--- config.mk ---
export PLATFORM = sky130hd
export DESIGN_NAME = dns_response_a_record_parser_top_flat
export DESIGN_NICKNAME = d
export VERILOG_FILES = /design/src/dnsap_pkg.sv /design/src/dnsap_if.sv /design/src/dns_response_a_record_parser_top.sv /design/src/flat_wrapper.sv
export SDC_FILE = /design/constraint.sdc
export NUM_CORES = 1
export LEC_CHECK = 0
export BUFFER_PORTS_ARGS = -buffer_cell sky130_fd_sc_hd__buf_4
export CAP_MARGIN = 25
export CORE_ASPECT_RATIO = 1.25
export CORE_MARGIN = 10
export CORE_UTILIZATION = 60
export CTS_CLUSTER_SIZE = 28
export DETAILED_ROUTE_END_ITERATION = 10
export PLACE_DENSITY = 0.83
export SLEW_MARGIN = 20
export SYNTH_ARGS = -nofsm -noshare
export SYNTH_HDL_FRONTEND = slang
export SYNTH_SLANG_ARGS = --single-unit
--- constraint.sdc ---
create_clock -name i_clk -period 8.2 [get_ports i_clk]
set_input_delay 2.46 -clock i_clk [delete_from_list [all_inputs] [get_ports i_clk]]
set_output_delay 2.46 -clock i_clk [all_outputs]
set_load 0.005 [all_outputs]
--- src/dnsap_pkg.sv ---
// Shared types and constants for the DNS response A-record parser.
`default_nettype none

package dnsap_pkg;

    typedef enum logic [1:0] {
        OP_START = 2'd0,
        OP_BYTE  = 2'd1,
        OP_TICK  = 2'd2,
        OP_NONE  = 2'd3
    } t_op;

    typedef enum logic [1:0] {
        ST_RESOLVED = 2'd0,
        ST_SRV_ERR  = 2'd1,
        ST_NO_A     = 2'd2,
        ST_TIMEOUT  = 2'd3
    } t_status;

    localparam int unsigned TICK_W = 24;

    localparam logic [TICK_W-1:0] TIMEOUT_RESET = 24'd5000;
    localparam logic [TICK_W-1:0] TICK_MAX      = {TICK_W{1'b1}};

    localparam logic [3:0]  HDR_LAST     = 4'd11;
    localparam logic [3:0]  HDR_RCODE    = 4'd3;
    localparam logic [3:0]  HDR_ANC_HI   = 4'd6;
    localparam logic [3:0]  HDR_ANC_LO   = 4'd7;
    localparam logic [3:0]  FIX_TYPE_HI  = 4'd0;
    localparam logic [3:0]  FIX_TYPE_LO  = 4'd1;
    localparam logic [3:0]  FIX_TTL_LO   = 4'd4;
    localparam logic [3:0]  FIX_TTL_HI   = 4'd7;
    localparam logic [3:0]  FIX_RDL_HI   = 4'd8;
    localparam logic [3:0]  FIX_LAST     = 4'd9;
    localparam logic [3:0]  ADDR_LAST    = 4'd3;
    localparam logic [15:0] QTAIL_LEN    = 16'd4;
    localparam logic [15:0] TYPE_A       = 16'd1;
    localparam logic [7:0]  PTR_MASK     = 8'hC0;

endpackage

`default_nettype wire

--- src/dnsap_if.sv ---
// Handshake interfaces for the parser's input and result channels.
`default_nettype none

interface dnsap_in_if
    import dnsap_pkg::*;
();
    logic       valid;
    logic       ready;
    t_op        operation;
    logic [7:0] data_byte;

    modport source (output valid, output operation, output data_byte, input ready);
    modport sink   (input valid, input operation, input data_byte, output ready);
endinterface

interface dnsap_out_if
    import dnsap_pkg::*;
();
    logic        valid;
    logic        ready;
    t_status     status;
    logic [3:0]  response_code;
    logic [31:0] address;
    logic [31:0] time_to_live;

    modport source (output valid, output status, output response_code, output address,
                    output time_to_live, input ready);
    modport sink   (input valid, input status, input response_code, input address,
                    input time_to_live, output ready);
endinterface

`default_nettype wire

--- src/dns_response_a_record_parser_top.sv ---
// DNS response A-record parser: top level.
// Input channel i_in carries one beat per item: operation (start, response
// byte or timer tick) and data_byte. A start arms the parser and clears the
// timer; bytes then walk the DNS header, question and answers, and ticks
// before the first byte count towards the timeout in i_cfg_wdata/i_cfg_we.
// Output channel o_out carries at most one result beat per query: resolved
// (address and TTL), server error (response code), no A record or timeout.
// An accepted beat sits in the input register and is processed from there;
// its result (if any) is written to the output register, which drives o_out.
// Throughput: one beat per cycle while no result waits on the receiver, set
// by the single input-register to output-register pass.
// If the receiver stalls with a result waiting, one more beat is held in the
// input register and i_in.ready then drops until the result is taken.
// Reset (synchronous, active low) disarms the parser, empties both
// registers and sets the timeout to 5000 ticks.
`default_nettype none

module dns_response_a_record_parser_top
    import dnsap_pkg::*;
(
    input  wire               i_clk,
    input  wire               i_rst_n,
    input  wire               i_cfg_we,
    input  wire [TICK_W-1:0]  i_cfg_wdata,
    dnsap_in_if.sink          i_in,
    dnsap_out_if.source       o_out
);

    typedef enum logic [3:0] {
        PH_IDLE, PH_HDR, PH_QNAME, PH_QLABEL, PH_QPTR, PH_QTAIL,
        PH_ANAME, PH_ALABEL, PH_APTR, PH_AFIXED, PH_AADDR, PH_ARDATA
    } t_phase;

    logic              r_in_valid;
    t_op               r_in_op;
    logic [7:0]        r_in_byte;

    logic              r_out_valid;
    t_status           r_out_status;
    logic [3:0]        r_out_rc;
    logic [31:0]       r_out_addr;
    logic [31:0]       r_out_ttl;

    logic [TICK_W-1:0] r_timeout;
    logic              r_armed,      n_armed;
    t_phase            r_phase,      n_phase;
    logic [3:0]        r_byte_idx,   n_byte_idx;
    logic [15:0]       r_ans_left,   n_ans_left;
    logic [15:0]       r_skip,       n_skip;
    logic [15:0]       r_rec_type,   n_rec_type;
    logic [31:0]       r_ttl,        n_ttl;
    logic [31:0]       r_addr,       n_addr;
    logic [TICK_W-1:0] r_elapsed,    n_elapsed;
    logic              r_bytes_seen, n_bytes_seen;

    logic              w_adv;
    logic              w_proc;
    logic              w_res;
    t_status           w_res_status;
    logic [3:0]        w_res_rc;
    logic [31:0]       w_res_addr;
    logic [31:0]       w_res_ttl;

    assign w_adv      = !r_out_valid || o_out.ready;
    assign w_proc     = r_in_valid && w_adv;
    assign i_in.ready = !r_in_valid || w_adv;

    assign o_out.valid         = r_out_valid;
    assign o_out.status        = r_out_status;
    assign o_out.response_code = r_out_rc;
    assign o_out.address       = r_out_addr;
    assign o_out.time_to_live  = r_out_ttl;

    always_comb begin
        n_armed      = r_armed;
        n_phase      = r_phase;
        n_byte_idx   = r_byte_idx;
        n_ans_left   = r_ans_left;
        n_skip       = r_skip;
        n_rec_type   = r_rec_type;
        n_ttl        = r_ttl;
        n_addr       = r_addr;
        n_elapsed    = r_elapsed;
        n_bytes_seen = r_bytes_seen;
        w_res        = 1'b0;
        w_res_status = ST_RESOLVED;
        w_res_rc     = 4'd0;
        w_res_addr   = 32'd0;
        w_res_ttl    = 32'd0;

        if (w_proc) begin
            if (r_in_op == OP_START) begin
                n_armed      = 1'b1;
                n_phase      = PH_HDR;
                n_byte_idx   = 4'd0;
                n_ans_left   = 16'd0;
                n_skip       = 16'd0;
                n_rec_type   = 16'd0;
                n_ttl        = 32'd0;
                n_addr       = 32'd0;
                n_elapsed    = '0;
                n_bytes_seen = 1'b0;
            end else if (r_armed && r_in_op == OP_BYTE) begin
                n_bytes_seen = 1'b1;
                unique case (r_phase)
                    PH_HDR: begin
                        if (r_byte_idx == HDR_RCODE && r_in_byte[3:0] != 4'd0) begin
                            w_res        = 1'b1;
                            w_res_status = ST_SRV_ERR;
                            w_res_rc     = r_in_byte[3:0];
                        end else begin
                            if (r_byte_idx == HDR_ANC_HI) begin
                                n_ans_left = {r_in_byte, 8'd0};
                            end
                            if (r_byte_idx == HDR_ANC_LO) begin
                                n_ans_left = {r_ans_left[15:8], r_in_byte};
                            end
                            n_byte_idx = r_byte_idx + 4'd1;
                            if (r_byte_idx == HDR_LAST) begin
                                n_phase = PH_QNAME;
                            end
                        end
                    end
                    PH_QNAME, PH_ANAME: begin
                        if (r_in_byte == 8'd0) begin
                            if (r_phase == PH_QNAME) begin
                                n_phase = PH_QTAIL;
                                n_skip  = QTAIL_LEN;
                            end else begin
                                n_phase    = PH_AFIXED;
                                n_byte_idx = 4'd0;
                            end
                        end else if ((r_in_byte & PTR_MASK) == PTR_MASK) begin
                            n_phase = (r_phase == PH_QNAME) ? PH_QPTR : PH_APTR;
                        end else begin
                            n_skip  = {8'd0, r_in_byte};
                            n_phase = (r_phase == PH_QNAME) ? PH_QLABEL : PH_ALABEL;
                        end
                    end
                    PH_QLABEL, PH_ALABEL: begin
                        n_skip = r_skip - 16'd1;
                        if (n_skip == 16'd0) begin
                            n_phase = (r_phase == PH_QLABEL) ? PH_QNAME : PH_ANAME;
                        end
                    end
                    PH_QPTR: begin
                        n_phase = PH_QTAIL;
                        n_skip  = QTAIL_LEN;
                    end
                    PH_APTR: begin
                        n_phase    = PH_AFIXED;
                        n_byte_idx = 4'd0;
                    end
                    PH_QTAIL: begin
                        n_skip = r_skip - 16'd1;
                        if (n_skip == 16'd0) begin
                            if (r_ans_left == 16'd0) begin
                                w_res        = 1'b1;
                                w_res_status = ST_NO_A;
                            end else begin
                                n_phase = PH_ANAME;
                            end
                        end
                    end
                    PH_AFIXED: begin
                        if (r_byte_idx == FIX_TYPE_HI) begin
                            n_rec_type = {r_in_byte, 8'd0};
                        end else if (r_byte_idx == FIX_TYPE_LO) begin
                            n_rec_type = {r_rec_type[15:8], r_in_byte};
                        end else if (r_byte_idx >= FIX_TTL_LO && r_byte_idx <= FIX_TTL_HI) begin
                            n_ttl = {r_ttl[23:0], r_in_byte};
                        end else if (r_byte_idx == FIX_RDL_HI) begin
                            n_skip = {r_in_byte, 8'd0};
                        end else if (r_byte_idx == FIX_LAST) begin
                            n_skip = {r_skip[15:8], r_in_byte};
                        end
                        n_byte_idx = r_byte_idx + 4'd1;
                        if (r_byte_idx == FIX_LAST) begin
                            n_byte_idx = 4'd0;
                            if (n_rec_type == TYPE_A) begin
                                n_phase = PH_AADDR;
                            end else if (n_skip == 16'd0) begin
                                n_ans_left = r_ans_left - 16'd1;
                                if (n_ans_left == 16'd0) begin
                                    w_res        = 1'b1;
                                    w_res_status = ST_NO_A;
                                end else begin
                                    n_phase = PH_ANAME;
                                end
                            end else begin
                                n_phase = PH_ARDATA;
                            end
                        end
                    end
                    PH_AADDR: begin
                        n_addr     = {r_addr[23:0], r_in_byte};
                        n_byte_idx = r_byte_idx + 4'd1;
                        if (r_byte_idx == ADDR_LAST) begin
                            w_res        = 1'b1;
                            w_res_status = ST_RESOLVED;
                            w_res_addr   = n_addr;
                            w_res_ttl    = r_ttl;
                        end
                    end
                    PH_ARDATA: begin
                        n_skip = r_skip - 16'd1;
                        if (n_skip == 16'd0) begin
                            n_ans_left = r_ans_left - 16'd1;
                            if (n_ans_left == 16'd0) begin
                                w_res        = 1'b1;
                                w_res_status = ST_NO_A;
                            end else begin
                                n_phase = PH_ANAME;
                            end
                        end
                    end
                    default: begin
                        n_phase = r_phase;
                    end
                endcase
            end else if (r_armed && r_in_op == OP_TICK && !r_bytes_seen) begin
                if (r_elapsed != TICK_MAX) begin
                    n_elapsed = r_elapsed + 24'd1;
                end
                if (n_elapsed > r_timeout) begin
                    w_res        = 1'b1;
                    w_res_status = ST_TIMEOUT;
                end
            end

            if (w_res) begin
                n_armed = 1'b0;
                n_phase = PH_IDLE;
            end
        end
    end

    always_ff @(posedge i_clk) begin
        if (!i_rst_n) begin
            r_in_valid   <= 1'b0;
            r_out_valid  <= 1'b0;
            r_timeout    <= TIMEOUT_RESET;
            r_armed      <= 1'b0;
            r_phase      <= PH_IDLE;
            r_byte_idx   <= 4'd0;
            r_ans_left   <= 16'd0;
            r_skip       <= 16'd0;
            r_rec_type   <= 16'd0;
            r_ttl        <= 32'd0;
            r_addr       <= 32'd0;
            r_elapsed    <= '0;
            r_bytes_seen <= 1'b0;
        end else begin
            if (i_cfg_we) begin
                r_timeout <= i_cfg_wdata;
            end
            if (i_in.ready) begin
                r_in_valid <= i_in.valid;
            end
            if (w_adv) begin
                r_out_valid <= w_res;
            end
            r_armed      <= n_armed;
            r_phase      <= n_phase;
            r_byte_idx   <= n_byte_idx;
            r_ans_left   <= n_ans_left;
            r_skip       <= n_skip;
            r_rec_type   <= n_rec_type;
            r_ttl        <= n_ttl;
            r_addr       <= n_addr;
            r_elapsed    <= n_elapsed;
            r_bytes_seen <= n_bytes_seen;
        end
    end

    always_ff @(posedge i_clk) begin
        if (i_in.ready && i_in.valid) begin
            r_in_op   <= i_in.operation;
            r_in_byte <= i_in.data_byte;
        end
        if (w_res) begin
            r_out_status <= w_res_status;
            r_out_rc     <= w_res_rc;
            r_out_addr   <= w_res_addr;
            r_out_ttl    <= w_res_ttl;
        end
    end

    // result only while armed, and it always disarms
    a_res_armed: assert property (@(posedge i_clk) disable iff (!i_rst_n)
        w_res |-> r_armed)
        else $error("result raised while parser not armed");

    a_res_disarms: assert property (@(posedge i_clk) disable iff (!i_rst_n)
        w_res |=> (!r_armed && r_phase == PH_IDLE))
        else $error("parser still armed after a result");

    a_armed_phase: assert property (@(posedge i_clk) disable iff (!i_rst_n)
        r_armed == (r_phase != PH_IDLE))
        else $error("armed flag and phase disagree");

    a_timeout_early: assert property (@(posedge i_clk) disable iff (!i_rst_n)
        (w_res && w_res_status == ST_TIMEOUT) |-> !r_bytes_seen)
        else $error("timeout after first response byte");

    a_in_hold: assert property (@(posedge i_clk) disable iff (!i_rst_n)
        (r_in_valid && !w_adv) |=> (r_in_valid && $stable(r_in_op) && $stable(r_in_byte)))
        else $error("held input beat lost while output stalled");

endmodule

`default_nettype wire

--- src/flat_wrapper.sv ---
// flat-port wrapper written by rule: the top's interface ports become plain ports
module dns_response_a_record_parser_top_flat import dnsap_pkg::*;
  (i_clk, i_rst_n, i_cfg_we, i_cfg_wdata, i_in_valid, i_in_operation, i_in_data_byte, i_in_ready, o_out_valid, o_out_status, o_out_response_code, o_out_address, o_out_time_to_live, o_out_ready);
  dnsap_in_if i_in_i ();
  dnsap_out_if o_out_i ();
  input  wire i_clk;
  input  wire i_rst_n;
  input  wire i_cfg_we;
  input  wire [TICK_W-1:0] i_cfg_wdata;
  input wire logic [$bits(i_in_i.valid)-1:0] i_in_valid;
  input wire logic [$bits(i_in_i.operation)-1:0] i_in_operation;
  input wire logic [$bits(i_in_i.data_byte)-1:0] i_in_data_byte;
  output wire logic [$bits(i_in_i.ready)-1:0] i_in_ready;
  output wire logic [$bits(o_out_i.valid)-1:0] o_out_valid;
  output wire logic [$bits(o_out_i.status)-1:0] o_out_status;
  output wire logic [$bits(o_out_i.response_code)-1:0] o_out_response_code;
  output wire logic [$bits(o_out_i.address)-1:0] o_out_address;
  output wire logic [$bits(o_out_i.time_to_live)-1:0] o_out_time_to_live;
  input wire logic [$bits(o_out_i.ready)-1:0] o_out_ready;
  assign i_in_i.valid = i_in_valid;
  assign i_in_i.operation = i_in_operation;
  assign i_in_i.data_byte = i_in_data_byte;
  assign i_in_ready = i_in_i.ready;
  assign o_out_valid = o_out_i.valid;
  assign o_out_status = o_out_i.status;
  assign o_out_response_code = o_out_i.response_code;
  assign o_out_address = o_out_i.address;
  assign o_out_time_to_live = o_out_i.time_to_live;
  assign o_out_i.ready = o_out_ready;
  dns_response_a_record_parser_top u_core (.i_clk(i_clk), .i_rst_n(i_rst_n), .i_cfg_we(i_cfg_we), .i_cfg_wdata(i_cfg_wdata), .i_in(i_in_i), .o_out(o_out_i));
endmodule
# [After elaboration in Yosys (flattened, before gate mapping)]
# Index checks and enable logic that the tools add are counted.
[totals] regBits=244 input_bits=39 word_cells=236 out_inout_bits=72
[op_classes] muxes=110 addsub=4 n_eq_ne=45 reduce_logical=48 bitwise=6 n_lt_le_gt_ge=3
[ops] op="$mux 16" count=30
[ops] op="$mux 24" count=11
[ops] op="$mux 32" count=6
[ops] op="$mux 4" count=23
[ops] op="$logic_not 16->1" count=4
[ops] op="$pmux 16 s4" count=1
[ops] op="$pmux 16 s3" count=1
[ops] op="$pmux 4 s8" count=1
[ops] op="$sub 16x1->16 const B" count=2
[ops] op="$eq 4x4->1 const B" count=7
[ops] op="$add 24x1->24 const B" count=1
[ops] op="$eq 4x3->1 const B" count=6
[ops] op="$gt 24x24->1" count=1
[ops] op="$ne 24x24->1 const B" count=1
[ops] op="$ne 4x1->1 const B" count=6
[ops] op="$mux 1" count=20
[ops] op="$mux 2" count=10
[ops] op="$pmux 4 s5" count=1
[ops] op="$reduce_and 10->1" count=2
[ops] op="$eq 16x1->1 const B" count=1
[ops] op="$mux 8" count=2
[ops] op="$ne 3x1->1 const B" count=5
[ops] op="$eq 4x2->1 const B" count=3
[ops] op="$ne 3x2->1 const B" count=4
[ops] op="33 further kinds" count=67

# [Logic depth before layout (Yosys ltp)]
# Gate-level depths: netlist of the first run.
[logic_depth] depth_word=20 mapped_depth=18 depth_no_buf=16

# [Worst setup path before layout of the first run]
# No wires, ideal clock.
[synth_timing] path_type="register to register" start="register u_core.r_elapsed[3]" end="register u_core.r_out_addr[0] (netlist: u_core.o_out.address[0]), enable pin" n_path_buf=2 period_less_slack_ps=7159 setup_slack_ps=1041 setup_time_ps=524 path_stages_with_launch=17 required_ps=7676 t_arrival_ps=6636 cell_sequence="dfxtp_1 -> clkbuf_1 -> nand4_1 -> nor4_1 -> and3_1 -> clkbuf_1 -> a21oi_1 -> and3_1 -> xor2_1 -> ha_1 -> nand3_1 -> o22ai_1 -> nor2_1 -> o21ai_0 -> a21o_1 -> o221ai_1 -> a21boi_1"
[synth_via] elab_chain_cells=13 elab_cells_between_ends=14 classes_between="add/sub: 1; order compare: 1; eq/ne: 1; mux: 11"
[synth_rtl] item="start: declaration" line="dns_response_a_record_parser_top.sv:53" text="logic [TICK_W-1:0] r_elapsed, n_elapsed;"
[synth_rtl] item="start signal: assignment" line="dns_response_a_record_parser_top.sv:271" text="r_elapsed <= n_elapsed;"
[synth_rtl] item="$add 24x1->24 / $ne 24x24->1 (equally long branches)" line="dns_response_a_record_parser_top.sv:223, dns_response_a_record_parser_top.sv:222"
[synth_rtl] item="$mux 24 *" line="dns_response_a_record_parser_top.sv:222" text="if (r_elapsed != TICK_MAX) begin"
[synth_rtl] item="$mux 24 *" line="dns_response_a_record_parser_top.sv:221" text="end else if (r_armed && r_in_op == OP_TICK && !r_bytes_seen) begin"
[synth_rtl] item="$mux 24 *" line="dns_response_a_record_parser_top.sv:103" text="end else if (r_armed && r_in_op == OP_BYTE) begin"
[synth_rtl] item="$mux 24 *" line="dns_response_a_record_parser_top.sv:92" text="if (r_in_op == OP_START) begin"
[synth_rtl] item="$mux 24 *" line="dns_response_a_record_parser_top.sv:91" text="if (w_proc) begin"
[synth_rtl] item="$gt 24x24->1 *" line="dns_response_a_record_parser_top.sv:225" text="if (n_elapsed > r_timeout) begin"
[synth_rtl] item="$mux 1 *" line="dns_response_a_record_parser_top.sv:225"
[synth_rtl] item="$mux 1 *" line="dns_response_a_record_parser_top.sv:221"
[synth_rtl] item="$mux 1 *" line="dns_response_a_record_parser_top.sv:103"
[synth_rtl] item="$mux 1 *" line="dns_response_a_record_parser_top.sv:92"
[synth_rtl] item="$mux 1 * (2 in series)" line="dns_response_a_record_parser_top.sv:91"
[synth_rtl] item="net u_core.w_res" line="dns_response_a_record_parser_top.sv:58" text="logic w_res;"
[synth_rtl] item="end signal: assignment" line="dns_response_a_record_parser_top.sv:284" text="r_out_addr <= w_res_addr;"
[synth_rtl] item="end: declaration" line="dns_response_a_record_parser_top.sv:41" text="logic [31:0] r_out_addr;"
# The timed path passes the listed nets; every way through them passes the cells marked *. The select of a mux whose other input is x is not followed.
# A chain may end at the register's enable or synchronous reset.

# [Worst setup path in the final report of the first run]
[layout_timing] start="input port o_out_ready" end="output port i_in_ready"
[layout_via] elab_chain_cells=2
[layout_rtl] item="start: declaration" line="flat_wrapper.sv:19" text="input wire logic [$bits(o_out_i.ready)-1:0] o_out_ready;"
[layout_rtl] item="$logic_or 1x1->1" line="dns_response_a_record_parser_top.sv:64" text="assign w_adv = !r_out_valid || o_out.ready;"
[layout_rtl] item="$logic_or 1x1->1" line="dns_response_a_record_parser_top.sv:66" text="assign i_in.ready = !r_in_valid || w_adv;"
[layout_rtl] item="end: declaration" line="flat_wrapper.sv:13" text="output wire logic [$bits(i_in_i.ready)-1:0] i_in_ready;"
# No other way between the ends.

==> results of run 1 <==
[final cells by class]
cell class	count	area (um^2)
tap	270	338
fill	1559	6220
sequential	244	5690
multi-input combinational	1023	6170
clock buffer	28	647
inverter	43	163
clock inverter	16	125
timing repair buffer	119	893
[where the power goes]
part	internal, mW	total (mW)	switching [mW]	leakage, nW
registers	1.25	1.28	0.0292	1.91
logic	0.0536	0.134	0.0803	2.87
clock network	0.578	1.06	0.487	0.363
total	1.89	2.48	0.597	5.14
[layout by cell type, fill, tap and decap left out, drive strengths merged, types with 19 or more instances in the layout]
| cell type | synthesis | final |
|---|---|---|
| mux2i | 37 | 37 |
| nor2 | 141 | 141 |
| and3 | 19 | 19 |
| and2 | 74 | 74 |
| a21oi | 130 | 130 |
| nor3 | 33 | 33 |
| nand2 | 158 | 158 |
| buf | 14 | 119 |
| dfxtp | 164 | 164 |
| clkbuf | 72 | 28 |
| ha | 34 | 34 |
| inv | 43 | 46 |
| o21ai | 59 | 59 |
| a22oi | 23 | 23 |
| nand3 | 75 | 75 |
| edfxtp | 80 | 80 |
| xnor2 | 20 | 20 |
[worst min-delay path: stages (launching register included)]
cell and delay (ns):
dfxtp_1 0.31, nand2_1 0.05, a21oi_1 0.05
[through the flow]
step	util, %	instance area [um^2]
after floorplan	-	12400
after global placement	65.4	13200
after detailed placement	65.4	13200
after CTS	69.2	14000
after global routing	69.3	14000
final	69.3	14000
[cell families after synthesis]
| group | count (synthesis) |
|---|---|
| muxes | 39 |
| adders and majority gates | 34 |
| xor gates and xnor gates | 38 |
| DFF | 244 |
| and+or+nand+nor | 598 |
| buffers and inverters | 133 |
| AOI/OAI and AO/OA | 314 |
[per-layer routing]
layer | share of wire [%] | global-route usage, % | wire [um] | up-vias
li1 | - | - | - | 5098
met1 | 42 | 28.2 | 12900 | 4920
met2 | 48 | 36.1 | 14700 | 414
met4 | 3.1 | 8.38 | 939 | 0
met5 | 0 | 0 | 0 | -
met3 | 7.2 | 3.70 | 2210 | 87
[flip-flops by register name (all words and copies together), names as in the netlist, 4 cells and up]
name and flops:
u_core.o_out.response_code 4, u_core.r_elapsed 24, u_core.r_skip 16, u_core.r_ttl 32
u_core.r_rec_type 16, u_core.r_ans_left 16, u_core.r_phase 4, u_core.r_in_byte 8
u_core.r_byte_idx 4, u_core.o_out.address 32, u_core.r_addr 24, u_core.r_timeout 24
u_core.o_out.time_to_live 32
[worst max-delay path by stage]
| stage | startpoint | endpoint | slack, ns | cells after the start |
|---|---|---|---|---|
| floorplan | u_core.r_elapsed[3] | u_core.o_out.address[0] | 1.04 | 16 |
| global placement | o_out_ready | i_in_ready | 2.69 | 4 |
| global route | u_core.r_elapsed[3] | u_core.o_out.time_to_live[17] | 2.29 | 15 |
| finish | o_out_ready | i_in_ready | 2.69 | 4 |
| CTS | o_out_ready | i_in_ready | 2.68 | 4 |
| detailed placement | o_out_ready | i_in_ready | 2.68 | 4 |
==> out/qor.yml, run 1 <==
antennaDiodeCount: 0
wire_per_inst_um: 17.6
r2r-start: "u_core.r_elapsed[3]"
postRouteWirelength_mm: 30.7
timing.hold.worst.class: "register to register"
hold_path_end: "u_core.r_addr[17]"
cp-end-kind: "primary output"
maxCapViolCount: 0
worst_setup_path_start_kind: "input port"
yosys.area_share.xor_xnor_pct: 2.68
syn-num-nets: 1473
grt_max_degree: 71
cts_buffers: 24
fin_nets: 1528
dieHeight_um: 181
timing.final.crit_period_ns: 5.51
power_per_cell_area_mw_per_mm2: 177
detailedPlace.worstSlack_ns: 2.68
slew_violations: 0
whs_path_depth: 2
number_of_global_route_vias_before_repair: 10071
grt_remaining_overflow: 0
grt_setup_unrepaired: "no"
max-vdd-ir-drop_mv: 0.175
yosys-top-cells-area: "dfxtp_1 (26%), edfxtp_1 (19%), a21oi_1 (5.2%)"
synthAdderAreaFrac_pct: 3.43
worst_ep_required_time_ns: 5.74
yosys_warnings: 0
worstPathArrival_ns: 3.05
netlist_top_cells_count: "dfxtp_1 (164), nand2_1 (158), nor2_1 (141)"
dieArea_mm2: 0.0269
detailedRoute.firstIterationViolations: 832
dr_total_vias: 10519
tritoncts: "yes"
synthSimpleGateAreaFrac_pct: 23.9
timing.critical_path.mode_cell: "buf_4"
grt_util_all_layers_pct: 22.0
fin_setup_tns_ns: 0
sequential_element_share_of_the_synthesized_area_pct: 45.8
cts.path.max_buffers: 3
worst_slew_pin_slew_ns: 1.05
chipWidth_um: 149
ff_latch_count_synth: 244
final.hold.worst_slack_ns: 0.454
power.leakage_nw: 5.14
regToRegEndpoint: "u_core.o_out.time_to_live[3]"
io_pins: 111
cts.root.buffer_cell: "clkbuf_16"
path_cells: "buf_4, nor2b_1, nand2_1, buf_4"
insertion_delay_ns: 0.53
finish.cell_count_without_fillers: 1743
gpl.final_weighted_congestion: 0.973
detail_route.vias_per_cell: 6.03
clock_tree.htree_level_count: 1
dp.cells: 1699
worst_case_clock_skew_ns: 0.0259
layout_cells_sized_above_1_pct: 12.8
synth-async-reset-ratio_pct: 0
placementRows: 58
ctsResizeCount: 0
cts_num_sinks: 244
total_power_mw: 2.48
crit_fanout: 5
fmaxAchievable_mhz: 181
netlist.top_cell.by_area: "dfxtp_1"
timing.setup.critical_path_class: "input port to primary output"
grt_antenna_before_repair: 0
mux_contribution_to_synthesized_area_pct: 3.17
max-slew-margin-rel_pct: 29.7
core_area_mm2: 0.0202
path_delay_family: "simple AND/OR/NAND/NOR gates"
post-cts-setup-buffers: 0
holdBufCountCts: 0
run_status: "complete, no violations"
final.setup.worst_slack_ns: 2.69
start_util_pct: 61.3
reg2reg_slack_ns: 2.74
drt_first_pass_iters: 5
critPathBufInv: 2
synth-compound-area-share_pct: 16.3
yosys_cell_types: 86
ant_nets: 0
dominant_combinational_cell_family_by_area_after_synthesis: "simple AND/OR/NAND/NOR gates"
cts.clk_slew.worst_paths_ns: 0.07
worst_r2r_path_depth: 15
post-synth-top-count-cell: "dfxtp_1"
syn_area_per_cell_um2: 8.86
grt_pass1_wl_mm: 50.6
critPathSlowestCell: "nor2b_1"
synthCells: 1400
area_overhead_vs_synth_pct: 13.1
buffer_ports.inserted: 110
dpl.hpwl_mm: 20.7
finalSetupViolCount: 0
synthesis.area_mm2: 0.0124
route.detailed.drc: 0
synth_top_cell_area_share_pct: 26.5
worst_path_largest_cell_delay_ns: 0.23
final.period_utilization_pct: 67.2
synth_enable_flop_cells: 80
timing.final.hold_violations: 0
hold_path_startpoint: "u_core.r_addr[17]"
synthFlopType: "dfxtp_1"
Power figures use the tool's default switching activity.
==> run 2: changes to the inputs <==
Settings changed: ABC_AREA from default to 1.
Clock period 8.2 ns to 5.1 ns, I/O delays scaled along.
==> out/qor.yml, run 2 <==
fin_nets: 1895
detailedRoute.firstIterationViolations: 1059
highest_count_cells_in_the_layout_ignoring_fill_and_taps: "nand2_1 (400), nor2_1 (269), inv_1 (219)"
register_area_mm2: 0.00569
dpl.hpwl_mm: 23.2
netlist.top_cell.by_area: "dfxtp_1"
ctsResizeCount: 0
syn-num-nets: 1809
post-synth-top-count-cell: "nand2_1"
cp-end-kind: "register"
hold_path_startpoint: "u_core.r_rec_type[13]"
grt_max_degree: 71
run_status: "complete, no violations"
worstPathArrival_ns: 4.74
tritoncts: "yes"
area_overhead_vs_synth_pct: 14.0
final.period_utilization_pct: 89.2
io_pins: 111
synth_top_cell_area_share_pct: 25.9
grt_util_all_layers_pct: 22.4
insertion_delay_ns: 0.54
reg2reg_slack_ns: 0.55
power_per_cell_area_mw_per_mm2: 285
finalSetupViolCount: 0
yosys-top-cells-area: "dfxtp_1 (26%), edfxtp_1 (19%), nand2_1 (12%)"
p_comb_share_pct: 7.9
antennaDiodeCount: 0
dieArea_mm2: 0.0274
timing.final.hold_violations: 0
power.clock.fraction_pct: 42.4
intPower_mw: 3.14
worst_path_largest_cell_delay_ns: 0.34
netlist_top_cells_count: "nand2_1 (400), nor2_1 (271), inv_1 (220)"
layout_commonest_cell: "nand2_1"
worst_r2r_path_depth: 26
grt_pass1_wl_mm: 51.9
syn_area_per_cell_um2: 7.31
fin_setup_tns_ns: 0
critPathBufInv: 4
dieHeight_um: 183
max-vdd-ir-drop_mv: 0.287
cts.clk_slew.worst_paths_ns: 0.06
slew_violations: 0
detailedPlace.worstSlack_ns: 0.630
layout_cells_sized_above_1_pct: 11.3
seq_power_share_pct: 49.7
synth-async-reset-ratio_pct: 0
holdBufCountCts: 0
placed_area_mm2: 0.0137
max-slew-margin-rel_pct: 37.0
detail_route.vias_per_cell: 5.55
timing.hold.worst.class: "register to register"
number_of_global_route_vias_before_repair: 11007
grt_remaining_overflow: 0
placementRows: 59
yosys_cell_types: 46
synthesis.area_mm2: 0.0127
crit_fanout: 70
timing.setup.critical_path_class: "register to register"
worst_case_clock_skew_ns: 0.0204
multiInputGateArea_mm2: 0.00587
r2r-start: "u_core.r_elapsed[0]"
timing.critical_path.mode_cell: "nand2_1"
wire_per_inst_um: 15.1
clock_tree.htree_level_count: 1
ff_latch_count_synth: 244
worst_ep_required_time_ns: 5.29
regToRegEndpoint: "u_core.o_out.address[20]"
start_util_pct: 61.0
netSwitchingFraction_pct: 24.0
cts.root.buffer_cell: "clkbuf_16"
power.leakage_nw: 5.74
drt_first_pass_iters: 6
fillerInstances: 1771
synthCells: 1736
dr_total_vias: 11732
final.setup.worst_slack_ns: 0.552
worst_setup_path_start_kind: "register"
worst_slew_pin_slew_ns: 0.941
cts_buffers: 23
whs_path_depth: 2
hold_path_end: "u_core.r_rec_type[13]"
grt_setup_unrepaired: "no"
core_area_mm2: 0.0208
postRouteWirelength_mm: 31.9
critPathSlowestCell: "dfxtp_1"
sequential_element_share_of_the_synthesized_area_pct: 44.8
postLayoutCellArea_mm2: 0.0145
p_sw_mw: 0.989
cts_num_sinks: 244
grt_antenna_before_repair: 0
fmaxAchievable_mhz: 220
maxCapViolCount: 0
route.detailed.drc: 0
cts.path.max_buffers: 3
chipWidth_um: 150
post-cts-setup-buffers: 0
path_delay_family: "simple AND/OR/NAND/NOR gates"
synthFlopType: "dfxtp_1"
synth_enable_flop_cells: 80
buffer_ports.inserted: 110
gpl.final_weighted_congestion: 0.966
timing.final.crit_period_ns: 4.55
ant_nets: 0
yosys_warnings: 0
==> run 2: power groups by stage <==
stage          Combinational [mW]  Clock (mW)  Sequential (mW)
2_1_floorplan               0.220           0             2.09
3_3_place_gp                0.311           0             2.09
3_5_place_dp                0.317           0             2.09
4_1_cts                     0.320        1.76             2.05
5_1_grt                     0.362        1.86             2.05
6_report                    0.326        1.75             2.05
==> run 2: how the worst max path moves through the flow <==
stage | depth (start not counted) | slack [ns] | from | endpoint
2_1_floorplan | 23 | 0.11 | u_core.r_elapsed[0] | u_core.o_out.address[0]
3_3_place_gp | 24 | 0.85 | u_core.r_elapsed[0] | u_core.o_out.time_to_live[5]
3_5_place_dp | 24 | 0.63 | u_core.r_elapsed[0] | u_core.o_out.time_to_live[5]
4_1_cts | 24 | 0.60 | u_core.r_elapsed[0] | u_core.o_out.address[30]
5_1_grt | 26 | 0.15 | u_core.r_elapsed[0] | u_core.o_out.address[14]
6_report | 26 | 0.55 | u_core.r_elapsed[0] | u_core.o_out.address[20]
==> run 2: area by class of cell <==
type | instances | area share, %
clock inverter | 12 | 1.08
clock buffer | 29 | 4.21
inverter | 229 | 5.94
timing repair buffer | 124 | 6.52
tap | 274 | 2.37
sequential | 244 | 39.3
multi-input combinational | 1200 | 40.6
==> run 2: logic make-up after synthesis <==
logic type                 Yosys count  share of synthesized area (%)
AOI/OAI and AO/OA                  311                           13.6
xor gates and xnor gates            24                           1.66
adders and majority gates           34                           3.35
buffers and inverters              292                           9.02
DFF                                244                           44.8
and+or+nand+nor                    831                           27.5
==> run 2: tightest hold or removal path, delay by kind of cell, from the launching register on <==
kind / cells / cell delay [ns]
compound gates: 1 / 0.05
flops: 1 / 0.31
simple gates: 1 / 0.06
==> run 2: per-layer routing <==
metal	vias to the layer above	wire length [um]	global-route usage (%)
met5	-	0	0
met4	0	1140	8.64
met3	86	2550	4.16
met2	454	15500	38.9
met1	5374	12700	26.6
li1	5818	-	-
==> run 2: through the flow <==
step                      power, mW  hold slack, ns  instances  util, %
after floorplan                2.30           0.437       1736        -
after global placement         2.40           0.448       2070     65.8
after detailed placement       2.41           0.452       2070     65.8
after CTS                      4.13           0.462       2111     69.5
after global routing           4.27           0.474       2112     69.5
final                          4.13           0.460       2112     69.5
